==> src/rtl/bdr_pkg.sv <==
// Shared types and constants for the button debounce, repeat and chord block.
`default_nettype none

package bdr_pkg;

	localparam int ROWS   = 3;
	localparam int ROW_AW = 2;

	localparam logic [ROW_AW-1:0] ROW_VOL   = 2'd0;
	localparam logic [ROW_AW-1:0] ROW_SKIP  = 2'd1;
	localparam logic [ROW_AW-1:0] ROW_PAUSE = 2'd2;

	localparam logic [2:0] REG_DEBOUNCE = 3'd0;
	localparam logic [2:0] REG_REPEAT   = 3'd1;
	localparam logic [2:0] REG_ENABLE   = 3'd2;
	localparam logic [2:0] REG_FULL_MV  = 3'd3;
	localparam logic [2:0] REG_LOW_MV   = 3'd4;

	localparam logic [15:0] DEBOUNCE_RST = 16'd50;
	localparam logic [15:0] REPEAT_RST   = 16'd300;
	localparam logic [6:0]  ENABLE_RST   = 7'h7f;
	localparam logic [13:0] FULL_MV_RST  = 14'd4000;
	localparam logic [13:0] LOW_MV_RST   = 14'd3400;

	localparam int EN_UP    = 0;
	localparam int EN_DOWN  = 1;
	localparam int EN_PAUSE = 2;
	localparam int EN_NEXT  = 3;
	localparam int EN_PREV  = 4;
	localparam int EN_RESET = 5;
	localparam int EN_PARTY = 6;

	localparam int PER_W             = 20;
	localparam int CHORD_VOL_PERIODS  = 10;
	localparam int CHORD_SKIP_PERIODS = 3;

	typedef struct packed {
		logic [ROW_AW-1:0] row;
		logic              lvl_a;
		logic              lvl_b;
		logic              rise_a;
		logic              rise_b;
		logic              en_a;
		logic              en_b;
		logic              en_chord;
	} row_ctl_t;

	typedef struct packed {
		logic              valid;
		logic [ROW_AW-1:0] row;
		logic              fire_a;
		logic              fire_b;
		logic              fire_chord;
		logic              pause_busy;
	} row_res_t;

endpackage

`default_nettype wire

==> src/rtl/button_debounce_repeat_chord.sv <==
// An input beat is registered; its stamp-memory rows (volume pair, skip pair, pause) are
// read and written back one row per cycle, unless the pause row is held, through a
// two-stage update pipeline. A new beat is accepted as the last beat's pause row issues.
// A slow result sink holds the pause row issue until the output register frees.
// Reset clears the registers to their defaults, the time counter and the previous
// button levels; the stamp rows read as zero until first written.
`default_nettype none

module button_debounce_repeat_chord import bdr_pkg::*; #(
	parameter int TIME_BITS = 32
) (
	input  wire logic        clk,
	input  wire logic        arst_n,
	input  wire logic        s_axis_tvalid,
	output logic             s_axis_tready,
	// up_pressed, down_pressed, pause_pressed, next_pressed, previous_pressed, battery_mv
	input  wire logic [23:0] s_axis_tdata,
	output logic             m_axis_tvalid,
	input  wire logic        m_axis_tready,
	// up_command, down_command, pause_command, next_command, previous_command,
	// reset_command, party_command, on_battery, under_voltage
	output logic [15:0]      m_axis_tdata,
	input  wire logic        cfg_valid,
	output logic             cfg_ready,
	input  wire logic [2:0]  cfg_index,
	input  wire logic [15:0] cfg_data
);

	localparam int TB = TIME_BITS;

	logic [15:0]       debounce_q, repeat_q;
	logic [6:0]        enable_q;
	logic [13:0]       full_mv_q, low_mv_q;

	logic              work_valid_q;
	logic [4:0]        levels_q;
	logic [13:0]       mv_q;
	logic [ROW_AW-1:0] phase_q;
	logic [4:0]        prev_levels_q;
	logic [TB-1:0]     tick_q;

	logic [1:0]        flags_q;
	logic [6:0]        acc_q;
	logic              out_valid_q;
	logic [8:0]        out_q;

	logic              out_ok, issue, last_issue, accept;
	logic [4:0]        rises;
	row_ctl_t          ctl;
	logic [4*TB-1:0]   rd_data, wr_data;
	logic              wr_en;
	logic [ROW_AW-1:0] wr_row;
	row_res_t          res;

	assign cfg_ready = 1'b1;

	always_ff @(posedge clk or negedge arst_n) begin
		if (!arst_n) begin
			debounce_q <= DEBOUNCE_RST;
			repeat_q   <= REPEAT_RST;
			enable_q   <= ENABLE_RST;
			full_mv_q  <= FULL_MV_RST;
			low_mv_q   <= LOW_MV_RST;
		end else if (cfg_valid) begin
			case (cfg_index)
				REG_DEBOUNCE: debounce_q <= cfg_data;
				REG_REPEAT:   repeat_q   <= cfg_data;
				REG_ENABLE:   enable_q   <= cfg_data[6:0];
				REG_FULL_MV:  full_mv_q  <= cfg_data[13:0];
				REG_LOW_MV:   low_mv_q   <= cfg_data[13:0];
				default: ;
			endcase
		end
	end

	assign out_ok        = (!out_valid_q || m_axis_tready) && !res.pause_busy;
	assign issue         = work_valid_q && (phase_q != ROW_PAUSE || out_ok);
	assign last_issue    = issue && phase_q == ROW_PAUSE;
	assign s_axis_tready = !work_valid_q || last_issue;
	assign accept        = s_axis_tvalid && s_axis_tready;
	assign rises         = levels_q & ~prev_levels_q;

	always_comb begin
		ctl     = '0;
		ctl.row = phase_q;
		case (phase_q)
			ROW_VOL: begin
				ctl.lvl_a    = levels_q[EN_UP];
				ctl.lvl_b    = levels_q[EN_DOWN];
				ctl.rise_a   = rises[EN_UP];
				ctl.rise_b   = rises[EN_DOWN];
				ctl.en_a     = enable_q[EN_UP];
				ctl.en_b     = enable_q[EN_DOWN];
				ctl.en_chord = enable_q[EN_RESET];
			end
			ROW_SKIP: begin
				ctl.lvl_a    = levels_q[EN_NEXT];
				ctl.lvl_b    = levels_q[EN_PREV];
				ctl.rise_a   = rises[EN_NEXT];
				ctl.rise_b   = rises[EN_PREV];
				ctl.en_a     = enable_q[EN_NEXT];
				ctl.en_b     = enable_q[EN_PREV];
				ctl.en_chord = enable_q[EN_PARTY];
			end
			ROW_PAUSE: begin
				ctl.lvl_a  = levels_q[EN_PAUSE];
				ctl.rise_a = rises[EN_PAUSE];
				ctl.en_a   = enable_q[EN_PAUSE];
			end
			default: ;
		endcase
	end

	always_ff @(posedge clk or negedge arst_n) begin
		if (!arst_n) begin
			work_valid_q  <= 1'b0;
			phase_q       <= ROW_VOL;
			prev_levels_q <= '0;
			tick_q        <= '0;
		end else begin
			if (accept) begin
				work_valid_q <= 1'b1;
			end else if (last_issue) begin
				work_valid_q <= 1'b0;
			end
			if (issue) begin
				case (phase_q)
					ROW_VOL:   phase_q <= ROW_SKIP;
					ROW_SKIP:  phase_q <= ROW_PAUSE;
					default:   phase_q <= ROW_VOL;
				endcase
			end
			if (last_issue) begin
				prev_levels_q <= levels_q;
				tick_q        <= tick_q + 1'b1;
			end
		end
	end

	always_ff @(posedge clk) begin
		if (accept) begin
			levels_q <= s_axis_tdata[4:0];
			mv_q     <= s_axis_tdata[18:5];
		end
		if (last_issue) begin
			flags_q <= {mv_q < low_mv_q, mv_q < full_mv_q};
		end
	end

	bdr_stamp_mem #(
		.W (4*TB)
	) u_mem (
		.clk     (clk),
		.arst_n  (arst_n),
		.rd_en   (issue),
		.rd_row  (phase_q),
		.rd_data (rd_data),
		.wr_en   (wr_en),
		.wr_row  (wr_row),
		.wr_data (wr_data)
	);

	bdr_row_update #(
		.TB (TB)
	) u_upd (
		.clk         (clk),
		.arst_n      (arst_n),
		.iss_valid   (issue),
		.iss_ctl     (ctl),
		.iss_time    (tick_q),
		.rd_data     (rd_data),
		.debounce_ms (debounce_q),
		.repeat_ms   (repeat_q),
		.wr_en       (wr_en),
		.wr_row      (wr_row),
		.wr_data     (wr_data),
		.res         (res)
	);

	always_ff @(posedge clk) begin
		if (res.valid) begin
			case (res.row)
				ROW_VOL: begin
					acc_q[EN_UP]    <= res.fire_a;
					acc_q[EN_DOWN]  <= res.fire_b;
					acc_q[EN_PAUSE] <= 1'b0;
					acc_q[EN_RESET] <= res.fire_chord;
				end
				ROW_SKIP: begin
					acc_q[EN_NEXT]  <= res.fire_a;
					acc_q[EN_PREV]  <= res.fire_b;
					acc_q[EN_PARTY] <= res.fire_chord;
				end
				ROW_PAUSE: begin
					out_q <= {flags_q, acc_q[6:3], res.fire_a, acc_q[1:0]};
				end
				default: ;
			endcase
		end
	end

	always_ff @(posedge clk or negedge arst_n) begin
		if (!arst_n) begin
			out_valid_q <= 1'b0;
		end else if (res.valid && res.row == ROW_PAUSE) begin
			out_valid_q <= 1'b1;
		end else if (m_axis_tready) begin
			out_valid_q <= 1'b0;
		end
	end

	assign m_axis_tvalid = out_valid_q;
	assign m_axis_tdata  = {7'd0, out_q};

endmodule

`default_nettype wire

==> src/rtl/bdr_stamp_mem.sv <==
// Stamp memory: one row per button pair and one for pause, registered read, valid bit per row.
`default_nettype none

module bdr_stamp_mem import bdr_pkg::*; #(
	parameter int W = 128
) (
	input  wire logic              clk,
	input  wire logic              arst_n,
	input  wire logic              rd_en,
	input  wire logic [ROW_AW-1:0] rd_row,
	output logic      [W-1:0]      rd_data,
	input  wire logic              wr_en,
	input  wire logic [ROW_AW-1:0] wr_row,
	input  wire logic [W-1:0]      wr_data
);

	logic [W-1:0]    mem [ROWS];
	logic [ROWS-1:0] row_valid_q;
	logic [W-1:0]    rd_raw_s1;
	logic            rd_hit_s1;

	always_ff @(posedge clk) begin
		if (wr_en) begin
			mem[wr_row] <= wr_data;
		end
		if (rd_en) begin
			rd_raw_s1 <= mem[rd_row];
		end
	end

	always_ff @(posedge clk or negedge arst_n) begin
		if (!arst_n) begin
			row_valid_q <= '0;
			rd_hit_s1   <= 1'b0;
		end else begin
			if (wr_en) begin
				row_valid_q[wr_row] <= 1'b1;
			end
			if (rd_en) begin
				rd_hit_s1 <= row_valid_q[rd_row];
			end
		end
	end

	assign rd_data = rd_hit_s1 ? rd_raw_s1 : '0;

endmodule

`default_nettype wire

==> src/rtl/bdr_row_update.sv <==
// Two-stage row update: press edges, then chord, auto-repeat and pause stamps.
`default_nettype none

module bdr_row_update import bdr_pkg::*; #(
	parameter int TB = 32
) (
	input  wire logic              clk,
	input  wire logic              arst_n,
	input  wire logic              iss_valid,
	input  wire row_ctl_t          iss_ctl,
	input  wire logic [TB-1:0]     iss_time,
	input  wire logic [4*TB-1:0]   rd_data,
	input  wire logic [15:0]       debounce_ms,
	input  wire logic [15:0]       repeat_ms,
	output logic                   wr_en,
	output logic [ROW_AW-1:0]      wr_row,
	output logic [4*TB-1:0]        wr_data,
	output row_res_t               res
);

	localparam int CW = (TB > PER_W) ? TB : PER_W;

	logic             v_s1;
	row_ctl_t         ctl_s1;
	logic [TB-1:0]    t_s1;

	logic [TB-1:0]    pa, ca, pb, cb;
	logic [TB-1:0]    ela, elb;
	logic             ok_a, ok_b, deb_a, deb_b;
	logic [PER_W-1:0] per;

	logic             v_s2;
	row_ctl_t         ctl_s2;
	logic [TB-1:0]    t_s2;
	logic [TB-1:0]    pa_s2, ca_s2, pb_s2, cb_s2;
	logic             fa_s2, fb_s2;
	logic [PER_W-1:0] per_s2;

	logic [TB-1:0]    later, el_ch, el_ra, el_rb;
	logic             chord_ok, rep_a_ok, rep_b_ok;
	logic [TB-1:0]    pa_n, ca_n, pb_n, cb_n;
	logic             fa_n, fb_n, fc_n;

	always_ff @(posedge clk or negedge arst_n) begin
		if (!arst_n) begin
			v_s1 <= 1'b0;
			v_s2 <= 1'b0;
		end else begin
			v_s1 <= iss_valid;
			v_s2 <= v_s1;
		end
	end

	always_ff @(posedge clk) begin
		ctl_s1 <= iss_ctl;
		t_s1   <= iss_time;
	end

	always_comb begin
		pa    = rd_data[TB-1:0];
		ca    = rd_data[2*TB-1:TB];
		pb    = rd_data[3*TB-1:2*TB];
		cb    = rd_data[4*TB-1:3*TB];
		ela   = t_s1 - pa;
		elb   = t_s1 - pb;
		ok_a  = ctl_s1.rise_a && ctl_s1.en_a;
		ok_b  = ctl_s1.rise_b && ctl_s1.en_b;
		deb_a = CW'(ela) >= CW'(debounce_ms);
		deb_b = CW'(elb) >= CW'(debounce_ms);
		if (ctl_s1.row == ROW_VOL) begin
			per = PER_W'(repeat_ms) * PER_W'(CHORD_VOL_PERIODS);
		end else begin
			per = PER_W'(repeat_ms) * PER_W'(CHORD_SKIP_PERIODS);
		end
	end

	always_ff @(posedge clk) begin
		ctl_s2 <= ctl_s1;
		t_s2   <= t_s1;
		pa_s2  <= ok_a ? t_s1 : pa;
		ca_s2  <= (ok_a && deb_a) ? t_s1 : ca;
		fa_s2  <= ok_a && deb_a;
		pb_s2  <= ok_b ? t_s1 : pb;
		cb_s2  <= (ok_b && deb_b) ? t_s1 : cb;
		fb_s2  <= ok_b && deb_b;
		per_s2 <= per;
	end

	always_comb begin
		later    = (ca_s2 > cb_s2) ? ca_s2 : cb_s2;
		el_ch    = t_s2 - later;
		el_ra    = t_s2 - ca_s2;
		el_rb    = t_s2 - cb_s2;
		chord_ok = CW'(el_ch) > CW'(per_s2);
		rep_a_ok = CW'(el_ra) > CW'(repeat_ms);
		rep_b_ok = CW'(el_rb) > CW'(repeat_ms);
		pa_n = pa_s2;
		ca_n = ca_s2;
		pb_n = pb_s2;
		cb_n = cb_s2;
		fa_n = fa_s2;
		fb_n = fb_s2;
		fc_n = 1'b0;
		if (ctl_s2.row == ROW_PAUSE) begin
			if (ctl_s2.lvl_a) begin
				pa_n = t_s2;
			end
		end else if (ctl_s2.lvl_a && ctl_s2.lvl_b) begin
			pa_n = t_s2;
			pb_n = t_s2;
			if (chord_ok) begin
				ca_n = t_s2;
				fc_n = ctl_s2.en_chord;
			end
		end else if (ctl_s2.lvl_a) begin
			if (ctl_s2.en_a) begin
				pa_n = t_s2;
				if (rep_a_ok) begin
					ca_n = t_s2;
					fa_n = 1'b1;
				end
			end
		end else if (ctl_s2.lvl_b) begin
			if (ctl_s2.en_b) begin
				pb_n = t_s2;
				if (rep_b_ok) begin
					cb_n = t_s2;
					fb_n = 1'b1;
				end
			end
		end
	end

	assign wr_en   = v_s2;
	assign wr_row  = ctl_s2.row;
	assign wr_data = {cb_n, pb_n, ca_n, pa_n};

	always_comb begin
		res.valid      = v_s2;
		res.row        = ctl_s2.row;
		res.fire_a     = fa_n;
		res.fire_b     = fb_n;
		res.fire_chord = fc_n;
		res.pause_busy = (v_s1 && ctl_s1.row == ROW_PAUSE) || (v_s2 && ctl_s2.row == ROW_PAUSE);
	end

endmodule

`default_nettype wire
==> config.mk <==
export PLATFORM = sky130hd
export DESIGN_NAME = button_debounce_repeat_chord
export DESIGN_NICKNAME = d
export VERILOG_FILES = /design/src/rtl/bdr_pkg.sv /design/src/rtl/button_debounce_repeat_chord.sv /design/src/rtl/bdr_stamp_mem.sv /design/src/rtl/bdr_row_update.sv
export SDC_FILE = /design/constraint.sdc
export NUM_CORES = 2
export LEC_CHECK = 0
export BUFFER_PORTS_ARGS = -buffer_cell sky130_fd_sc_hd__buf_2
export CORE_MARGIN = 3
export CORE_UTILIZATION = 67
export DETAILED_ROUTE_END_ITERATION = 8
export PLACE_DENSITY = 0.92
export SLEW_MARGIN = 20
export SYNTH_ARGS = -nofsm -noshare
export SYNTH_HDL_FRONTEND = slang
export SYNTH_SLANG_ARGS = --single-unit
export TNS_END_PERCENT = 50
==> constraint.sdc <==
create_clock -name clk -period 21.8 [get_ports clk]
set_clock_uncertainty 0.05 [all_clocks]
set_input_delay 2.18 -clock clk [delete_from_list [all_inputs] [get_ports clk]]
set_output_delay 2.18 -clock clk [all_outputs]
set_load 0.01 [all_outputs]
======== Word level (Yosys, flattened, before mapping) ========
Memory sizes are Yosys's and may differ from the RTL's. A register that Yosys moved wholly into a read port is not among the register bits.
Index checks and enable logic that the tools add are counted.
storage, ports and cells
  RAM bits ................................ 384
  input port bits ......................... 48
  memories ................................ 1
  output and inout bits ................... 19
  bits in registers ....................... 380
  logic and storage cells ................. 171
cells by class
  multiplexer cells ....................... 60
  reductions and logical operators ........ 33
  add/sub/neg operators ................... 6
  equal/unequal tests ..................... 10
  bitwise gates (word level) .............. 3
  order comparisons ....................... 11
  multiply operators ...................... 2
memory list
  name       words  width  read ports  clocked after memory_dff  write ports  RTL line             source
  u_mem.mem  3      128    1           1                         1            bdr_stamp_mem.sv:17  logic [W-1:0] mem [ROWS];
operator list
  cell                     count
  $mux W32                 27
  $sub A32 B32 Y32         5
  $mux W128                1
  $ge A32 B16 Y1           2
  $gt A32 B16 Y1           2
  $add A32 B1 Y32 const B  1
  $gt A32 B20 Y1           1
  $gt A32 B32 Y1           1
  $lt A14 B14 Y1           2
  $mux W1                  22
  $mul A16 B3 Y19 const B  1
  $mul A16 B2 Y18 const B  1
  $mux W18                 1
  $reduce_and A2 Y1        8
  $logic_and A1 B1 Y1      12
  $pmux W1 S3              3
  $pmux W2 S2              2
  $eq A2 B2 Y1 const B     3
  $eq A3 B2 Y1 const B     2
  $logic_not A2 Y1         3
  $lt A2 B3 Y1 const B     2
  $and A5 B5 Y5            1
  $not A5 Y5               1
  $eq A2 B1 Y1 const B     2
  12 further kinds         19

======== Logic depth before layout (Yosys ltp) ========
  depth after elaboration ................. 11
  mapped depth ............................ 34

======== Hierarchy ========
From an unflattened synthesis, not the netlist that was laid out.
unflattened totals
  cells, all modules ...................... 4077
  area, all modules ....................... 46722.3 µm²
modules (own cells, without submodules)
  module                        instances  sequential area each (µm²)  area each (µm²)  cells an instance
  bdr_row_update                1          4654.5                      21328.0          2503
  bdr_stamp_mem                 1          15474.8                     19117.1          1097
  button_debounce_repeat_chord  1          3814.9                      6277.3           477

======== Least setup slack after synthesis ========
Ideal clock, no wire load.
  kind .................................... register to register
  start ................................... register u_upd.ctl_s2, in the netlist u_upd.wr_row[0]
  end ..................................... register u_mem.row_valid_q[0]
  data required time ...................... 21.625 ns
  setup slack ............................. 10.940 ns
  period minus slack after synthesis ...... 10.860 ns
  setup time .............................. 0.125 ns
  stages on the path, launching flop included .. 3
  data arrival time ....................... 10.684 ns
  cell sequence ........................... dfxtp_1 nor3b_1 or2_2
between the ends
  longest elaborated chain between the ends .. 5
RTL lines
  item                                                                RTL line              source
  start, declared                                                     bdr_row_update.sv:33  row_ctl_t ctl_s2;
  start signal, assigned                                              bdr_row_update.sv:78  ctl_s2 <= ctl_s1;
  $lt A2 B3 Y1 (implied by the code) or $ge A2 B1 Y1 (tied branches)  bdr_stamp_mem.sv:37   row_valid_q[wr_row] <= 1'b1;
  $logic_and A1 B1 Y1 (implied by the code)                           bdr_stamp_mem.sv:37
  $mux W1 (implied by the code)                                       bdr_stamp_mem.sv:37
  $demux W1 S2 *                                                      --
  $or A3 B3 Y3 (no line) *                                            --
  end signal, assigned                                                bdr_stamp_mem.sv:33   row_valid_q <= '0;
  end signal, assigned by index                                       bdr_stamp_mem.sv:37
  end, declared                                                       bdr_stamp_mem.sv:18   logic [ROWS-1:0] row_valid_q;
Mark *: on every way between the ends. The rest lies on a longest branch, timed or not.
A chain may end at the register's enable or synchronous reset.

======== Worst setup path after layout ========
  start ................................... register u_upd.cb_s2[19]
  end ..................................... memory u_mem.mem[1][48] (data pin)
between the ends
  longest elaborated chain between the ends .. 7
RTL lines
  item                    RTL line               source
  start, declared         bdr_row_update.sv:35   logic [TB-1:0] pa_s2, ca_s2, pb_s2, cb_s2;
  start signal, assigned  bdr_row_update.sv:84   cb_s2 <= (ok_b && deb_b) ? t_s1 : cb;
  $gt A32 B32 Y1          bdr_row_update.sv:90   later = (ca_s2 > cb_s2) ? ca_s2 : cb_s2;
  $mux W32 *              bdr_row_update.sv:90
  $sub A32 B32 Y32 *      bdr_row_update.sv:91   el_ch = t_s2 - later;
  $gt A32 B20 Y1 *        bdr_row_update.sv:94   chord_ok = CW'(el_ch) > CW'(per_s2);
  $mux W32 *              bdr_row_update.sv:111  if (chord_ok) begin
  $mux W32 *              bdr_row_update.sv:108  end else if (ctl_s2.lvl_a && ctl_s2.lvl_b) begin
  $mux W32 *              bdr_row_update.sv:104  if (ctl_s2.row == ROW_PAUSE) begin
  net u_mem.wr_data[48]   bdr_stamp_mem.sv:14    input wire logic [W-1:0] wr_data
  end, declared           bdr_stamp_mem.sv:17
Mark *: on every way through the listed nets, which the timed path passes. The rest lies on a longest branch.

==> summary.md <==
| Metric | Value |
|---|---|
| Outcome | complete, no violations |
| Pin count of the biggest net entering global routing | 189 |
| Residual DRC | 0 |
| Postcts setup bufs | 0 |
| Tmin final | 8.54 ns |
| Switching pwr | 3.49 mW |
| Crit Path Category | reg -> reg |
| Routed wire length | 124 mm |
| Sequential-to-total area share from yosys stat | 0.521 |
| WP data required | 22.14 ns |
| Core Util, Final | 0.740 |
| Hold Vio Cnt, Final | 0 |
| Clock Tree Root | clkbuf_16 |
| Initial Utilization | 0.681 |
| Nets | 4,589 |
| Die span in y | 268 um |
| Clk buf depth | 3 |
| Gpl congestion | 0.945 |
| Seq cells post-synth | 892 |
| Crit. End Element | flip-flop |
| Vias per cell | 6.66 |
| Mean post-synth cell area | 11.0 um^2 |
| Htree depth | 3 |
| Buf/Inv on CP | 4 |
| Crit path depth | 30 |
| Setup TNS | 0 ns |
| Die Area | 0.0718 mm^2 |
| Power Internal | 5.07 mW |
| Yosys top cell area share | 0.358 |
| Vias in the first global route | 34,496 |
| Number of diodes | 0 |
| Max Slew Vio Count | 0 |
| Crit-path max cell delay | 0.72 ns |
| Static Leak | 20.9 nW |
| Skew-Pair Late Insertion Delay | 0.68 ns |
| Clk slew on worst S/H paths | 0.07 ns |
| Dominant synthesized flop cell | edfxtp_1 |
| Synth area leaders | edfxtp_1 (36%), dfxtp_1 (10%), ha_1 (9.3%) |
| Total iterations of the first detailed-routing run | 8 |
| Remaining antenna violation count | 0 |
| Hold_buf cts | 0 |
| Yosys cell types | 94 |
| Max Clock Freq | 117 MHz |
| Iter 0 DRT Violations | 4,184 |
| Post-synthesis instance area | 0.0460 mm^2 |
| Kind of cell adding the most delay to the critical path | compound AO/OA/AOI/OAI gates |
| First-pass GRT wire length | 190 mm |
| Cell taking the most area after synthesis | edfxtp_1 |
| Chip Width | 268 um |
| Layout area overhead | 8.75% |
| Maxcap violations | 0 |
| Sw Ratio | 0.408 |
| Rel. slew slack | 0.240 |
| Tot GR Track Use | 0.344 |
| Share of cells above drive strength 1 | 0.107 |
| Worst r2r path cells | 30 |
| Hpwl dp | 79.4 mm |
| Slowest CP cell | a2111oi_2 |
| Class of the tightest hold or removal check | reg -> reg |
| Combinational Power Share | 0.456 |
| YS warnings | 0 |
| Post-Syn Instances | 4,167 |
| Worst VDD drop | 126 uV |
| CP Launch Type | flip-flop |
| Critical Path AT | 8.89 ns |
| Drt wl/cell | 24.2 um |
| CTS Buf Count | 87 |
| Vias after detailed routing | 34,216 |
| Final period utilization | 0.392 |
| Post-cts sizing count | 0 |
| Worst slew pin tran | 1.14 ns |
| Initial antenna violation count | 6 |
| Cell area power density | 171 mW/mm^2 |
| Port bufs | 53 |
| Crit path max fanout | 63 |
| Setup violations, final | 0 |
| Aggregate global routing overflow | 0 |
| Row count | 95 |
| Core outline area | 0.0675 mm^2 |
| # clock sinks | 892 |
| Power share of the clock group | 0.185 |
| Post-synth EDFFs | 548 |
| WHS Path Cells | 0 |
| Ys async rst share | 0.128 |
| IO Pins | 67 |
| Sequential fraction of design power | 0.359 |
| RSZ-0062 raised after global routing | no |
| CTS tree | done |
## metal layers
layer / global-route usage / up-vias / part of all wire
met4: 0.171 / 8 / 0.049
met2: 0.553 / 2181 / 0.46
met5: 0 / - / 0.00058
li1: - / 15188 / -
met1: 0.441 / 16393 / 0.37
met3: 0.0838 / 446 / 0.12
## cell usage in the layout (no fill, tap or decap), types with 34 or more instances in the layout
cell type  synthesis  final
a21o_1            65     65
a21oi_1          244    244
buf_2              2     52
clkbuf_16          0     88
dfrtp_1           89     86
dfxtp_1          230    230
edfxtp_1         548    548
ha_1             343    343
inv_1            243    241
mux2_2           123    123
mux2i_1          216    216
nand2_1          532    532
nand2b_1          37     37
nand3_1           61     61
nand4_1           40     40
nor2_1           169    169
nor2b_1           34     34
nor3_1            41     40
o21a_1            38     38
o21ai_0          364    363
xnor2_1           89     89
xor2_1            56     56
## power by group through the flow
stage / clock (mW) / combinational, mW / sequential [mW]
finish: 1.58 / 3.90 / 3.08
detailed placement: 0 / 3.71 / 3.05
floorplan: 0 / 2.84 / 2.95
CTS: 1.58 / 3.82 / 3.05
global placement: 0 / 3.55 / 3.01
global route: 1.65 / 4.26 / 3.11
## per-stage QoR
step | worst slack (ns) | hold slack [ns] | instances | power (mW) | instance area (um^2)
2_1_floorplan | 10.94 | 0.260 | 4173 | 5.79 | 46000
4_1_cts | 13.31 | 0.279 | 5139 | 8.46 | 50000
6_report | 13.26 | 0.284 | 5139 | 8.56 | 50000
5_1_grt | 12.89 | 0.293 | 5139 | 9.02 | 50000
3_3_place_gp | 13.52 | 0.261 | 4975 | 6.56 | 47000
3_5_place_dp | 13.41 | 0.264 | 4975 | 6.76 | 47000
## synth_stat cells (14+ instances only)
cell type	number
nand4_1	40
mux2_2	123
o21bai_1	18
nand2b_1	37
o2111ai_1	14
nor2b_1	34
dfstp_2	25
nand3_1	61
nor3_1	41
ha_1	343
xor2_1	56
o21a_1	38
clkbuf_1	115
nand2_1	532
a31oi_1	29
a21o_1	65
dfrtp_1	89
a211oi_1	20
o21ai_0	364
inv_1	243
nor2_1	169
mux2i_1	216
or3_1	17
dfxtp_1	230
mux2_4	28
xnor2_1	89
and2_1	26
o211ai_1	21
a21oi_1	244
edfxtp_1	548
and3_1	28
## sequential cells by signal, indices dropped and copies added (netlist names), 20 cells and up
signal and cells:
u_upd.t_s2 32, u_upd.ca_s2 32, tick_q 32, u_upd.pa_s2 32, u_mem.mem 384, u_upd.cb_s2 32
u_mem.rd_raw_s1 128, u_upd.pb_s2 32, u_upd.t_s1 32, u_upd.per_s2 20
## layout make-up
type,instances,area (um^2)
Multi-Input combinational cell,2888,20500
Tap cell,873,1090
Timing Repair Buffer,78,468
Clock buffer,114,2420
Inverter,244,926
Sequential cell,892,24000
Fill cell,4005,17500
Clock inverter,50,583
## logic make-up (layout without fill, tap and decap cells)
family	count (synthesis)	after routing	synth area share
compound gates	968	968	0.130
simple gates	1050	1050	0.104
flops	892	892	0.521
fa+ha+maj	350	350	0.0964
xor+xnor	145	145	0.0276
other cells	2	8	0.000163
mux	367	367	0.0863
buf+inv	393	486	0.0348
## path summary, 6_finish.rpt
check | startpoint | slack, ns | end
min reg2reg | u_upd.ctl_s1[6] | 0.28 | u_upd.ctl_s2[6]
max | u_upd.cb_s2[19] | 13.26 | u_mem.mem[1][48]
max in group asynchronous | arst_n | 18.76 | u_mem.rd_hit_s1
min | u_upd.ctl_s1[6] | 0.28 | u_upd.ctl_s2[6]
max reg2reg | u_upd.cb_s2[19] | 13.26 | u_mem.mem[1][48]
min in group asynchronous | arst_n | 1.52 | tick_q[1]
Note: power is estimated with default switching activity, not from simulation.
